**config.mk**
```make
export PLATFORM = sky130hd
export DESIGN_NAME = stopwatch_seven_segment_controller
export DESIGN_NICKNAME = d
export VERILOG_FILES = /design/src/rtl/ssc_pkg.sv /design/src/rtl/ssc_digit.sv /design/src/rtl/stopwatch_seven_segment_controller.sv
export VERILOG_INCLUDE_DIRS = /design/src /design/src/rtl
export SDC_FILE = /design/constraint.sdc
export NUM_CORES = 1
export LEC_CHECK = 0
export BUFFER_PORTS_ARGS = -buffer_cell sky130_fd_sc_hd__buf_2
export CORE_MARGIN = 4
export CORE_UTILIZATION = 25
export DETAILED_ROUTE_END_ITERATION = 10
export PLACE_DENSITY = 0.52
export SKIP_LAST_GASP = 1
export SLEW_MARGIN = 10
export SYNTH_ARGS = -nofsm -noshare
export SYNTH_HDL_FRONTEND = slang
export SYNTH_HIERARCHICAL = 1
export SYNTH_SLANG_ARGS = --single-unit
```
**constraint.sdc**
```tcl
create_clock -name i_clk -period 8.1 [get_ports i_clk]
set_input_delay 0.81 -clock i_clk [delete_from_list [all_inputs] [get_ports i_clk]]
set_output_delay 0.81 -clock i_clk [all_outputs]
set_load 0.02 [all_outputs]
```
**src/rtl/stopwatch_seven_segment_controller_assert.svh**
```systemverilog
// assertion macros for the stopwatch rtl
`ifndef STOPWATCH_SEVEN_SEGMENT_CONTROLLER_ASSERT_SVH
`define STOPWATCH_SEVEN_SEGMENT_CONTROLLER_ASSERT_SVH

// same-cycle implication, disabled while reset is low
`define SSC_ASSERT_NOW(label, clk, rst_n, ante, cons) \
    label: assert property (@(posedge clk) disable iff (!(rst_n)) (ante) |-> (cons)) \
        else $error("ssc assertion failed");

// next-cycle implication, disabled while reset is low
`define SSC_ASSERT_NEXT(label, clk, rst_n, ante, cons) \
    label: assert property (@(posedge clk) disable iff (!(rst_n)) (ante) |=> (cons)) \
        else $error("ssc assertion failed");

`endif

```
**src/rtl/ssc_pkg.sv**
```systemverilog
package ssc_pkg;

    // stream and config port widths
    localparam int IN_TDATA_W  = 8;
    localparam int OUT_TDATA_W = 24;
    localparam int CFG_ADDR_W  = 2;
    localparam int CFG_DATA_W  = 12;

    localparam int COUNT_W = 10;

    // config register indexes
    localparam logic [CFG_ADDR_W-1:0] CFG_TICKS_PER_COUNT   = 2'd0;
    localparam logic [CFG_ADDR_W-1:0] CFG_BLINK_HALF_TICKS  = 2'd1;
    localparam logic [CFG_ADDR_W-1:0] CFG_FINAL_DELAY_TICKS = 2'd2;
    localparam logic [CFG_ADDR_W-1:0] CFG_COUNT_WRAP        = 2'd3;

    // digit select codes
    localparam logic [1:0] SEL_HUND  = 2'd1;
    localparam logic [1:0] SEL_TENS  = 2'd2;
    localparam logic [1:0] SEL_UNITS = 2'd3;

    localparam logic [7:0] SEG_BLANK = 8'hFF;

    typedef enum logic [1:0] {
        MODE_IDLE  = 2'd0,
        MODE_RUN   = 2'd1,
        MODE_BLINK = 2'd2,
        MODE_FINAL = 2'd3
    } t_mode;

    // result of one display refresh
    typedef struct packed {
        logic [7:0] segments;
        logic [1:0] select;
        logic [1:0] digit_idx;
    } t_refresh;

    // active-low pattern for one decimal digit
    function automatic logic [7:0] seg_pattern(input logic [3:0] digit);
        logic [7:0] pat;
        case (digit)
            4'd0: pat = 8'hC0;
            4'd1: pat = 8'hF9;
            4'd2: pat = 8'hA4;
            4'd3: pat = 8'hB0;
            4'd4: pat = 8'h99;
            4'd5: pat = 8'h92;
            4'd6: pat = 8'h82;
            4'd7: pat = 8'hF8;
            4'd8: pat = 8'h80;
            4'd9: pat = 8'h90;
            default: pat = SEG_BLANK;
        endcase
        return pat;
    endfunction

endpackage

```
**src/rtl/ssc_digit.sv**
```systemverilog
module ssc_digit (
    input  logic [ssc_pkg::COUNT_W-1:0] i_count,
    input  logic                        i_visible,
    input  logic [1:0]                  i_digit_idx,
    output ssc_pkg::t_refresh           o_refresh
);
    import ssc_pkg::*;

    logic [15:0] prod_hund;
    logic [17:0] prod_ten;
    logic [3:0]  hund;
    logic [6:0]  q10;
    logic [6:0]  tens_full;
    logic [9:0]  units_full;
    logic [3:0]  digit;

    // decimal split by reciprocal multiply, exact for counts below 1000
    assign prod_hund  = 16'(i_count) * 16'd41;
    assign prod_ten   = 18'(i_count) * 18'd205;
    assign hund       = prod_hund[15:12];
    assign q10        = prod_ten[17:11];
    assign tens_full  = q10 - (7'(hund) * 7'd10);
    assign units_full = i_count - (10'(q10) * 10'd10);

    // pick the digit to show and, while visible, advance the scan position
    always_comb begin
        digit = hund;
        o_refresh.segments  = SEG_BLANK;
        o_refresh.select    = SEL_UNITS;
        o_refresh.digit_idx = i_digit_idx;
        if (i_visible) begin
            case (i_digit_idx)
                2'd1: begin
                    digit = tens_full[3:0];
                    o_refresh.select    = SEL_TENS;
                    o_refresh.digit_idx = 2'd2;
                end
                2'd2: begin
                    digit = units_full[3:0];
                    o_refresh.select    = SEL_UNITS;
                    o_refresh.digit_idx = 2'd0;
                end
                default: begin
                    digit = hund;
                    o_refresh.select    = SEL_HUND;
                    o_refresh.digit_idx = 2'd1;
                end
            endcase
            o_refresh.segments = seg_pattern(digit);
        end
    end

endmodule

```
**src/rtl/stopwatch_seven_segment_controller.sv**
```systemverilog
// stopwatch with a three-digit multiplexed seven-segment display
// a request's result is registered and offered in the cycle after its acceptance
// one request per cycle unless stalled; the state update and digit decode are one pass
// input ready follows the output register: free, or its result taken in the same cycle
// synchronous active-low reset: idle mode, count zero, display blank, config defaults
module stopwatch_seven_segment_controller (
    input  logic                                i_clk,
    input  logic                                i_rst_n,
    // tick, start button, stop button, zero fill
    input  logic [ssc_pkg::IN_TDATA_W-1:0]      i_s_axis_tdata,
    input  logic                                i_s_axis_tvalid,
    output logic                                o_s_axis_tready,
    // segments, digit_select, count_value, mode, display_on, zero fill
    output logic [ssc_pkg::OUT_TDATA_W-1:0]     o_m_axis_tdata,
    output logic                                o_m_axis_tvalid,
    input  logic                                i_m_axis_tready,
    input  logic                                i_cfg_we,
    input  logic [ssc_pkg::CFG_ADDR_W-1:0]      i_cfg_addr,
    input  logic [ssc_pkg::CFG_DATA_W-1:0]      i_cfg_wdata
);
    import ssc_pkg::*;

    typedef enum logic [1:0] {
        WAIT_NONE  = 2'd0,
        WAIT_START = 2'd1,
        WAIT_STOP  = 2'd2
    } t_wait;

    localparam logic [COUNT_W-1:0] COUNT_LIMIT = 10'd1000;

    // config registers
    logic [9:0]  r_ticks_per_count;
    logic [9:0]  r_blink_half_ticks;
    logic [11:0] r_final_delay_ticks;
    logic [9:0]  r_count_wrap;

    // stopwatch state
    t_mode              r_mode,      n_mode;
    logic [COUNT_W-1:0] r_count,     n_count;
    logic               r_visible,   n_visible;
    logic [9:0]         r_prescale,  n_prescale;
    logic [9:0]         r_blink,     n_blink;
    logic [11:0]        r_final,     n_final;
    logic [1:0]         r_digit_idx, n_digit_idx;
    t_wait              r_wait,      n_wait;
    logic [7:0]         r_last_seg,  n_last_seg;
    logic [1:0]         r_last_sel,  n_last_sel;

    // output register
    logic                   r_out_valid;
    logic [OUT_TDATA_W-1:0] r_out_data;

    logic         accept;
    logic         in_tick;
    logic         in_start;
    logic         in_stop;
    logic         do_refresh;
    logic [COUNT_W-1:0] count_inc;
    t_refresh     refresh;

    assign in_tick  = i_s_axis_tdata[0];
    assign in_start = i_s_axis_tdata[1];
    assign in_stop  = i_s_axis_tdata[2];

    assign o_s_axis_tready = !r_out_valid || i_m_axis_tready;
    assign accept          = i_s_axis_tvalid && o_s_axis_tready;
    assign count_inc       = r_count + 10'd1;

    // config writes
    always_ff @(posedge i_clk) begin
        if (!i_rst_n) begin
            r_ticks_per_count   <= 10'd5;
            r_blink_half_ticks  <= 10'd250;
            r_final_delay_ticks <= 12'd1500;
            r_count_wrap        <= 10'd600;
        end else if (i_cfg_we) begin
            case (i_cfg_addr)
                CFG_TICKS_PER_COUNT:   r_ticks_per_count   <= i_cfg_wdata[9:0];
                CFG_BLINK_HALF_TICKS:  r_blink_half_ticks  <= i_cfg_wdata[9:0];
                CFG_FINAL_DELAY_TICKS: r_final_delay_ticks <= i_cfg_wdata;
                CFG_COUNT_WRAP:        r_count_wrap        <= i_cfg_wdata[9:0];
                default: ;
            endcase
        end
    end

    // mode machine and counters, next state before the refresh
    always_comb begin
        n_mode     = r_mode;
        n_count    = r_count;
        n_visible  = r_visible;
        n_prescale = r_prescale;
        n_blink    = r_blink;
        n_final    = r_final;
        n_wait     = WAIT_NONE;
        do_refresh = 1'b1;
        if (r_wait == WAIT_START || r_wait == WAIT_STOP) begin
            // waiting for release, ticks ignored
            if ((r_wait == WAIT_START) ? in_start : in_stop) begin
                n_wait     = r_wait;
                do_refresh = 1'b0;
            end
        end else if (in_tick) begin
            case (r_mode)
                MODE_IDLE: begin
                    n_visible = 1'b0;
                    if (in_start) begin
                        n_count    = '0;
                        n_prescale = '0;
                        n_blink    = '0;
                        n_final    = '0;
                        n_visible  = 1'b1;
                        n_mode     = MODE_RUN;
                        n_wait     = WAIT_START;
                        do_refresh = 1'b0;
                    end
                end
                MODE_RUN: begin
                    n_prescale = r_prescale + 10'd1;
                    if (n_prescale >= r_ticks_per_count) begin
                        n_prescale = '0;
                        n_count    = count_inc;
                        if (count_inc >= r_count_wrap || count_inc >= COUNT_LIMIT) begin
                            n_count = '0;
                        end
                    end
                    if (in_stop) begin
                        n_blink    = '0;
                        n_final    = '0;
                        n_visible  = 1'b1;
                        n_mode     = MODE_BLINK;
                        n_wait     = WAIT_STOP;
                        do_refresh = 1'b0;
                    end
                end
                MODE_BLINK: begin
                    n_final = r_final + 12'd1;
                    n_blink = r_blink + 10'd1;
                    if (n_blink >= r_blink_half_ticks) begin
                        n_blink   = '0;
                        n_visible = !r_visible;
                    end
                    if (n_final >= r_final_delay_ticks) begin
                        n_visible = 1'b1;
                        n_mode    = MODE_FINAL;
                    end
                end
                default: ;
            endcase
        end
    end

    // digit decode on the updated count and visibility
    ssc_digit u_digit (
        .i_count     (n_count),
        .i_visible   (n_visible),
        .i_digit_idx (r_digit_idx),
        .o_refresh   (refresh)
    );

    // refresh or hold the driven digit
    always_comb begin
        n_last_seg  = r_last_seg;
        n_last_sel  = r_last_sel;
        n_digit_idx = r_digit_idx;
        if (r_wait == WAIT_NONE && in_tick && r_mode == MODE_IDLE && in_start) begin
            n_digit_idx = '0;
        end
        if (do_refresh) begin
            n_last_seg  = refresh.segments;
            n_last_sel  = refresh.select;
            n_digit_idx = refresh.digit_idx;
        end
    end

    // state update on each accepted request
    always_ff @(posedge i_clk) begin
        if (!i_rst_n) begin
            r_mode      <= MODE_IDLE;
            r_count     <= '0;
            r_visible   <= 1'b1;
            r_prescale  <= '0;
            r_blink     <= '0;
            r_final     <= '0;
            r_digit_idx <= '0;
            r_wait      <= WAIT_NONE;
            r_last_seg  <= SEG_BLANK;
            r_last_sel  <= SEL_UNITS;
        end else if (accept) begin
            r_mode      <= n_mode;
            r_count     <= n_count;
            r_visible   <= n_visible;
            r_prescale  <= n_prescale;
            r_blink     <= n_blink;
            r_final     <= n_final;
            r_digit_idx <= n_digit_idx;
            r_wait      <= n_wait;
            r_last_seg  <= n_last_seg;
            r_last_sel  <= n_last_sel;
        end
    end

    // output register valid flag
    always_ff @(posedge i_clk) begin
        if (!i_rst_n) begin
            r_out_valid <= 1'b0;
        end else if (o_s_axis_tready) begin
            r_out_valid <= i_s_axis_tvalid;
        end
    end

    // output register payload
    always_ff @(posedge i_clk) begin
        if (accept) begin
            r_out_data <= {1'b0, n_visible, n_mode, n_count, n_last_sel, n_last_seg};
        end
    end

    assign o_m_axis_tvalid = r_out_valid;
    assign o_m_axis_tdata  = r_out_data;

`include "stopwatch_seven_segment_controller_assert.svh"

    `SSC_ASSERT_NOW(a_count_range, i_clk, i_rst_n, 1'b1, r_count < COUNT_LIMIT)
    `SSC_ASSERT_NOW(a_digit_idx_range, i_clk, i_rst_n, 1'b1, r_digit_idx != 2'd3)
    `SSC_ASSERT_NOW(a_final_visible, i_clk, i_rst_n, r_mode == MODE_FINAL, r_visible)
    `SSC_ASSERT_NEXT(a_state_holds, i_clk, i_rst_n, !accept, $stable(r_count) && $stable(r_mode))

endmodule

```
==> Word level (Yosys, flattened, before mapping) <==
Memory sizes are Yosys's and may differ from the RTL's.
Index checks and enable logic that the tools add are counted.
{ "word_totals": {"register_bits": 125, "latch_bits": 0, "ram_bits": 0, "rom_bits": 112, "input_bits": 27, "out_inout_bits": 26, "word_cells": 118, "mem_count": 1} }
{ "mem_list": {"columns": ["name", "depth", "width", "rd", "rd_clocked_by_memory_dff", "wr", "line", "source"], "rows": [
  ["(name not given)", 16, 7, 1, 0, 0, "ssc_pkg.sv:41", "case (digit)"]
]} }
{ "classes": {"add_sub_neg": 6, "mul": 4, "n_div": 0, "n_lt_le_gt_ge": 5, "n_eq_ne": 13, "n_shift": 0, "mux": 49, "bitwise": 1, "n_reduce_logical": 23} }
{ "op_table": {"columns": ["operator", "count"], "rows": [
  ["$mux W10", 9],
  ["$pmux W10 S2", 2],
  ["$mux W12", 3],
  ["$pmux W12 S3", 1],
  ["$add A10 B1 Y10 const B", 3],
  ["$ge A10 B10 Y1", 3],
  ["$pmux W10 S3", 1],
  ["$mux W2", 12],
  ["$mul A10 B8 Y18 const B", 1],
  ["$mul A10 B6 Y16 const B", 1],
  ["$pmux W4 S2", 2],
  ["$mux W1", 13],
  ["$add A12 B1 Y12 const B", 1],
  ["$ge A12 B12 Y1", 1],
  ["$eq A2 B2 Y1 const B", 5],
  ["$ge A10 B10 Y1 const B", 1],
  ["$reduce_and A2 Y1", 5],
  ["$eq A2 B1 Y1 const B", 4],
  ["$mux W8", 1],
  ["$ne A2 B2 Y1 const B", 4],
  ["$sub A4 B4 Y4", 2],
  ["$mul A7 B3 Y3 const B", 1],
  ["$logic_not A2 Y1", 3],
  ["$pmux W2 S3", 1],
  ["14 further kinds", 21]
]} }

==> Longest topological paths before layout <==
An unclocked memory read counts as a cell.
{ "depth": {"word_depth": 16, "depth_mapped": 44, "ltp_nobuf": 42} }

==> Cells and area by module <==
The synthesis kept the hierarchy.
{ "by_module_without_submodules": {"columns": ["module", "n_inst", "cells_per_inst", "area_per_inst_um2", "seq_area_each_um2"], "rows": [
  ["stopwatch_seven_segment_controller", 1, 798, 6792.8, 2732.6],
  ["ssc_digit", 1, 284, 2513.7, 0.0]
]} }

==> Least setup slack after synthesis <==
OpenSTA, ideal clock, no wires.
{ "synth_path": {"kind": "register to register", "from": "reg r_prescale[0]", "to": "reg r_out_data[0], in the netlist o_m_axis_tdata[0] (data pin)", "setup_time_ps": 260, "arrival_ps": 8682, "required_time_ps": 7840, "path_slack_ps": -842, "path_stages_with_launch": 38, "n_path_buf": 0, "period_less_slack_ps": 8942, "path_cell_list": "dfxtp_1 -> and3_1 -> and3_1 -> and3_1 -> nand3_1 -> xnor2_1 -> ha_1 -> a2111o_1 -> a211oi_2 -> nor2_1 -> a21boi_0 -> o21ai_0 -> ha_1 -> fa_1 -> fa_1 -> inv_1 -> fa_1 -> inv_1 -> (+2 left out) -> nor2_1 -> nor3_2 -> nor2b_1 -> nor2_1 -> xnor2_1 -> inv_1 -> ha_1 -> inv_1 -> fa_1 -> xor2_1 -> xnor2_1 -> xnor2_1 -> xnor3_1 -> or4b_4 -> nand4b_4 -> or4_1 -> and3_1 -> mux2_2"} }
{ "synth_lines": {"columns": ["element", "line", "source"], "rows": [
  ["start: declaration", "stopwatch_seven_segment_controller.sv:41", "logic [9:0] r_prescale, n_prescale;"],
  ["start signal: assignment", "stopwatch_seven_segment_controller.sv:193", "r_prescale <= n_prescale;"],
  ["end signal: assignment", "stopwatch_seven_segment_controller.sv:215", "r_out_data <= {1'b0, n_visible, n_mode, n_count, n_last_sel, n_last_seg};"],
  ["end: declaration", "stopwatch_seven_segment_controller.sv:51", "logic [OUT_TDATA_W-1:0] r_out_data;"]
]} }

==> results.toml <==
[status]
status = "complete, but fails checks"
violations = "setup timing"

[floorplanning]
io_pins = 53
die_height_um = 201
coreArea_um2 = 36700
design.die.area_um2 = 40400
initial_core_util_pct = 25.4
die_x_um = 201
num_rows = 70

[worst_setup_path]
critPathKind = "flip-flop to flip-flop"
start_kind = "flip-flop"
crit_fanout = 5
worst_r2r_path_depth = 41
cpPeakStageDelay_ns = 0.53
r2r-start = "r_prescale[0]"
end_kind = "flip-flop"
cp.arrival_ns = 8.70
r2r-end = "o_m_axis_tdata[0]"
crit_path_top_delay_cell = "fa_1"
reg2reg_slack_ns = -0.43
worstPathRequired_ns = 8.26
path_common_cell = "and3_4"

[clocking]
clock_latency_ns = 0.43
numClockSinks = 125
h-tree-depth = 4
cts-buffers-inserted = 17
cts_root_buf = "clkbuf_16"
cts_tree = "done"
clk_pin_slew_worst_paths_ns = 0.06
clk_path_buf_depth = 2

[sta]
slew_violations = 0
max-slew-margin-rel_pct = 24.5
final-hold-violation-count = 0
finalSetupViolCount = 14
max_freq_mhz = 117
fin_skew_ns = 0.0170
period_share_pct = 105
grt_setup_unrepaired = "yes"
holdWs_ns = 0.458
fin_crit_ns = 8.53
tightestPinTransition_ns = 1.13
fin_ws_ns = -0.432

[place]
place.gp.congestion = 0.786
port_buffers = 46
dpl-instance-area_um2 = 11000
dp.final_hpwl_um = 18200

[logic_synthesis]
synth_top_area_share_pct = 21.9
ys.flop_type = "dfxtp_1"
netlist_area_um2 = 9310
ys_types = 81
async_reset_ff_share_pct = 0
synth_cells = 1082
syn_nets = 1258
ys_ff_latch = 125
synth_edf_count = 23
postSynthAreaPerCell_um2 = 8.60
synth_seq_area_share_pct = 29.4
yosysWarnings = 6
yosysTopAreaCell = "dfxtp_1"
synth_area_leaders = "dfxtp_1 (22%), ha_1 (17%), edfxtp_1 (7.4%)"

[power]
vdd_drop_max_v = 0.000128
pwr_density_cell_nw_per_um2 = 136
leakage_nw = 5.53

[drt]
routedWlPerCell_um = 14.1
postRouteAntennaNets = 0
dr.pass1.iters = 4
drt-vias-per-instance = 4.66
wl_um = 24200
drt_iter0_drc = 378
vias = 7973
drc = 0

[hold_path]
min_from = "r_blink_half_ticks[2]"
min_to = "r_blink_half_ticks[2]"
whs_path_depth = 2
hold_class = "flip-flop to flip-flop"

[cells_and_area]
drive_gt1_share_pct = 23.6
layout_commonest_cell = "nand2_1"
syn_to_final_growth_pct = 26.7
diodes = 0
stdcell_area_um2 = 11800
final_util_pct = 32.1
layout_common_cells = "nand2_1 (123), buf_4 (119), inv_1 (118), ha_1 (114), dfxtp_1 (97)"
fin_nets = 1408

[grt]
grt_pass1_vias = 8064
grt_pass1_wl_um = 40300
grt_max_degree = 57
grt_use_total_pct = 12.2
grt_antenna_before_repair = 0
grt-ovfl-total = 0

[job]
drv_cap = 0
==> kinds of logic after synthesis <==
group | after synthesis | synth area share [%]
multiplexers | 12 | 1.44
buffers and inverters | 165 | 7.45
AO/OA/AOI/OAI | 223 | 16.0
adder cells (fa/ha/maj) | 149 | 21.9
XOR/XNOR | 45 | 4.73
other | 2 | 0.0807
flip-flops | 125 | 29.4
AND/OR/NAND/NOR | 361 | 19.0
==> worst max-delay path: cells and delay by family (launching register included) <==
family,cells,cell delay (ns)
AOI/OAI and AO/OA,5,1.26
xor gates and xnor gates,6,0.99
adders and majority gates,8,2.71
buffers and inverters,8,0.59
DFF,1,0.34
muxes,1,0.25
and+or+nand+nor,13,2.09
==> synthesized netlist by cell type (6+ instances only) <==
library cell  instances
nor2b_1               9
nand2b_1             11
o21a_1                8
a22oi_1              13
nor3_1               14
nor2_1               82
o22ai_1               6
a21oi_1              72
xor2_1               24
and3_1               22
nand2_1             125
ha_1                126
o21ai_0              36
nand3b_1             18
mux2_2               11
inv_1               123
nand4_1              16
clkbuf_1             24
and2_1                6
nand3_1              34
a31oi_1               6
xnor2_1              18
dfxtp_1             102
edfxtp_1             23
a21o_1                8
buf_2                 6
fa_1                 23
o211ai_1             26
==> flip-flops by register name, summed over array words and instances, names as in the netlist <==
name / flops
r_final: 12
r_mode: 2
o_m_axis_tvalid: 1
r_final_delay_ticks: 12
r_wait: 2
r_ticks_per_count: 10
r_last_sel: 2
r_blink_half_ticks: 10
r_count_wrap: 10
r_last_seg: 8
r_prescale: 10
o_m_axis_tdata: 23
r_visible: 1
r_digit_idx: 2
r_blink: 10
r_count: 10
==> report_power, final <==
group	switching, mW	leakage, nW	internal, mW
Combinational	0.115	4.20	0.0693
Sequential	0.00924	1.06	0.661
Clock	0.308	0.273	0.437
Total	0.432	5.53	1.17
==> through the flow <==
step / TNS, ns / worst slack [ns] / cells / total power [mW]
2_1_floorplan: -2.64 / -0.482 / 1082 / 0.800
3_3_place_gp: -5.44 / -0.605 / 1668 / 0.859
3_5_place_dp: -6.89 / -0.718 / 1668 / 0.862
4_1_cts: -5.22 / -0.554 / 1710 / 1.62
5_1_grt: -9.26 / -0.815 / 1712 / 1.68
6_report: -3.60 / -0.432 / 1712 / 1.60
==> repair_timing <==
item,CTS,global route
endpoints found under the setup margin,14,14
gates cloned,1,0
hold buffers,0,0
pin swaps,27,11
setup buffers,10,3
resized for setup,19,17
==> metal layers <==
metal / vias up / wire [um] / GRT usage [%]
li1: 4055 / - / -
met1: 3780 / 11400 / 15.7
met2: 119 / 11700 / 21.1
met3: 19 / 785 / 2.18
met4: 0 / 340 / 3.34
met5: - / 0 / 0
==> worst max path at each step <==
stage / start / to / cells after the start / slack [ns]
2_1_floorplan: r_prescale[0] / o_m_axis_tdata[0] / 40 / -0.48
3_3_place_gp: r_prescale[1] / o_m_axis_tdata[0] / 37 / -0.61
3_5_place_dp: r_count[0] / o_m_axis_tdata[0] / 39 / -0.72
4_1_cts: r_prescale[0] / o_m_axis_tdata[0] / 41 / -0.55
5_1_grt: r_count[0] / o_m_axis_tdata[0] / 42 / -0.81
6_report: r_prescale[0] / o_m_axis_tdata[0] / 41 / -0.43
==> layout make-up <==
class                      count  area (um^2)
tap                          468          586
fill                        3822        24900
sequential                   125         2740
timing repair buffer         170         1190
clock inverter                10         77.6
inverter                     125          469
multi-input combinational    793         6240
clock buffer                  21          493
(Power assumes the default switching activity.)
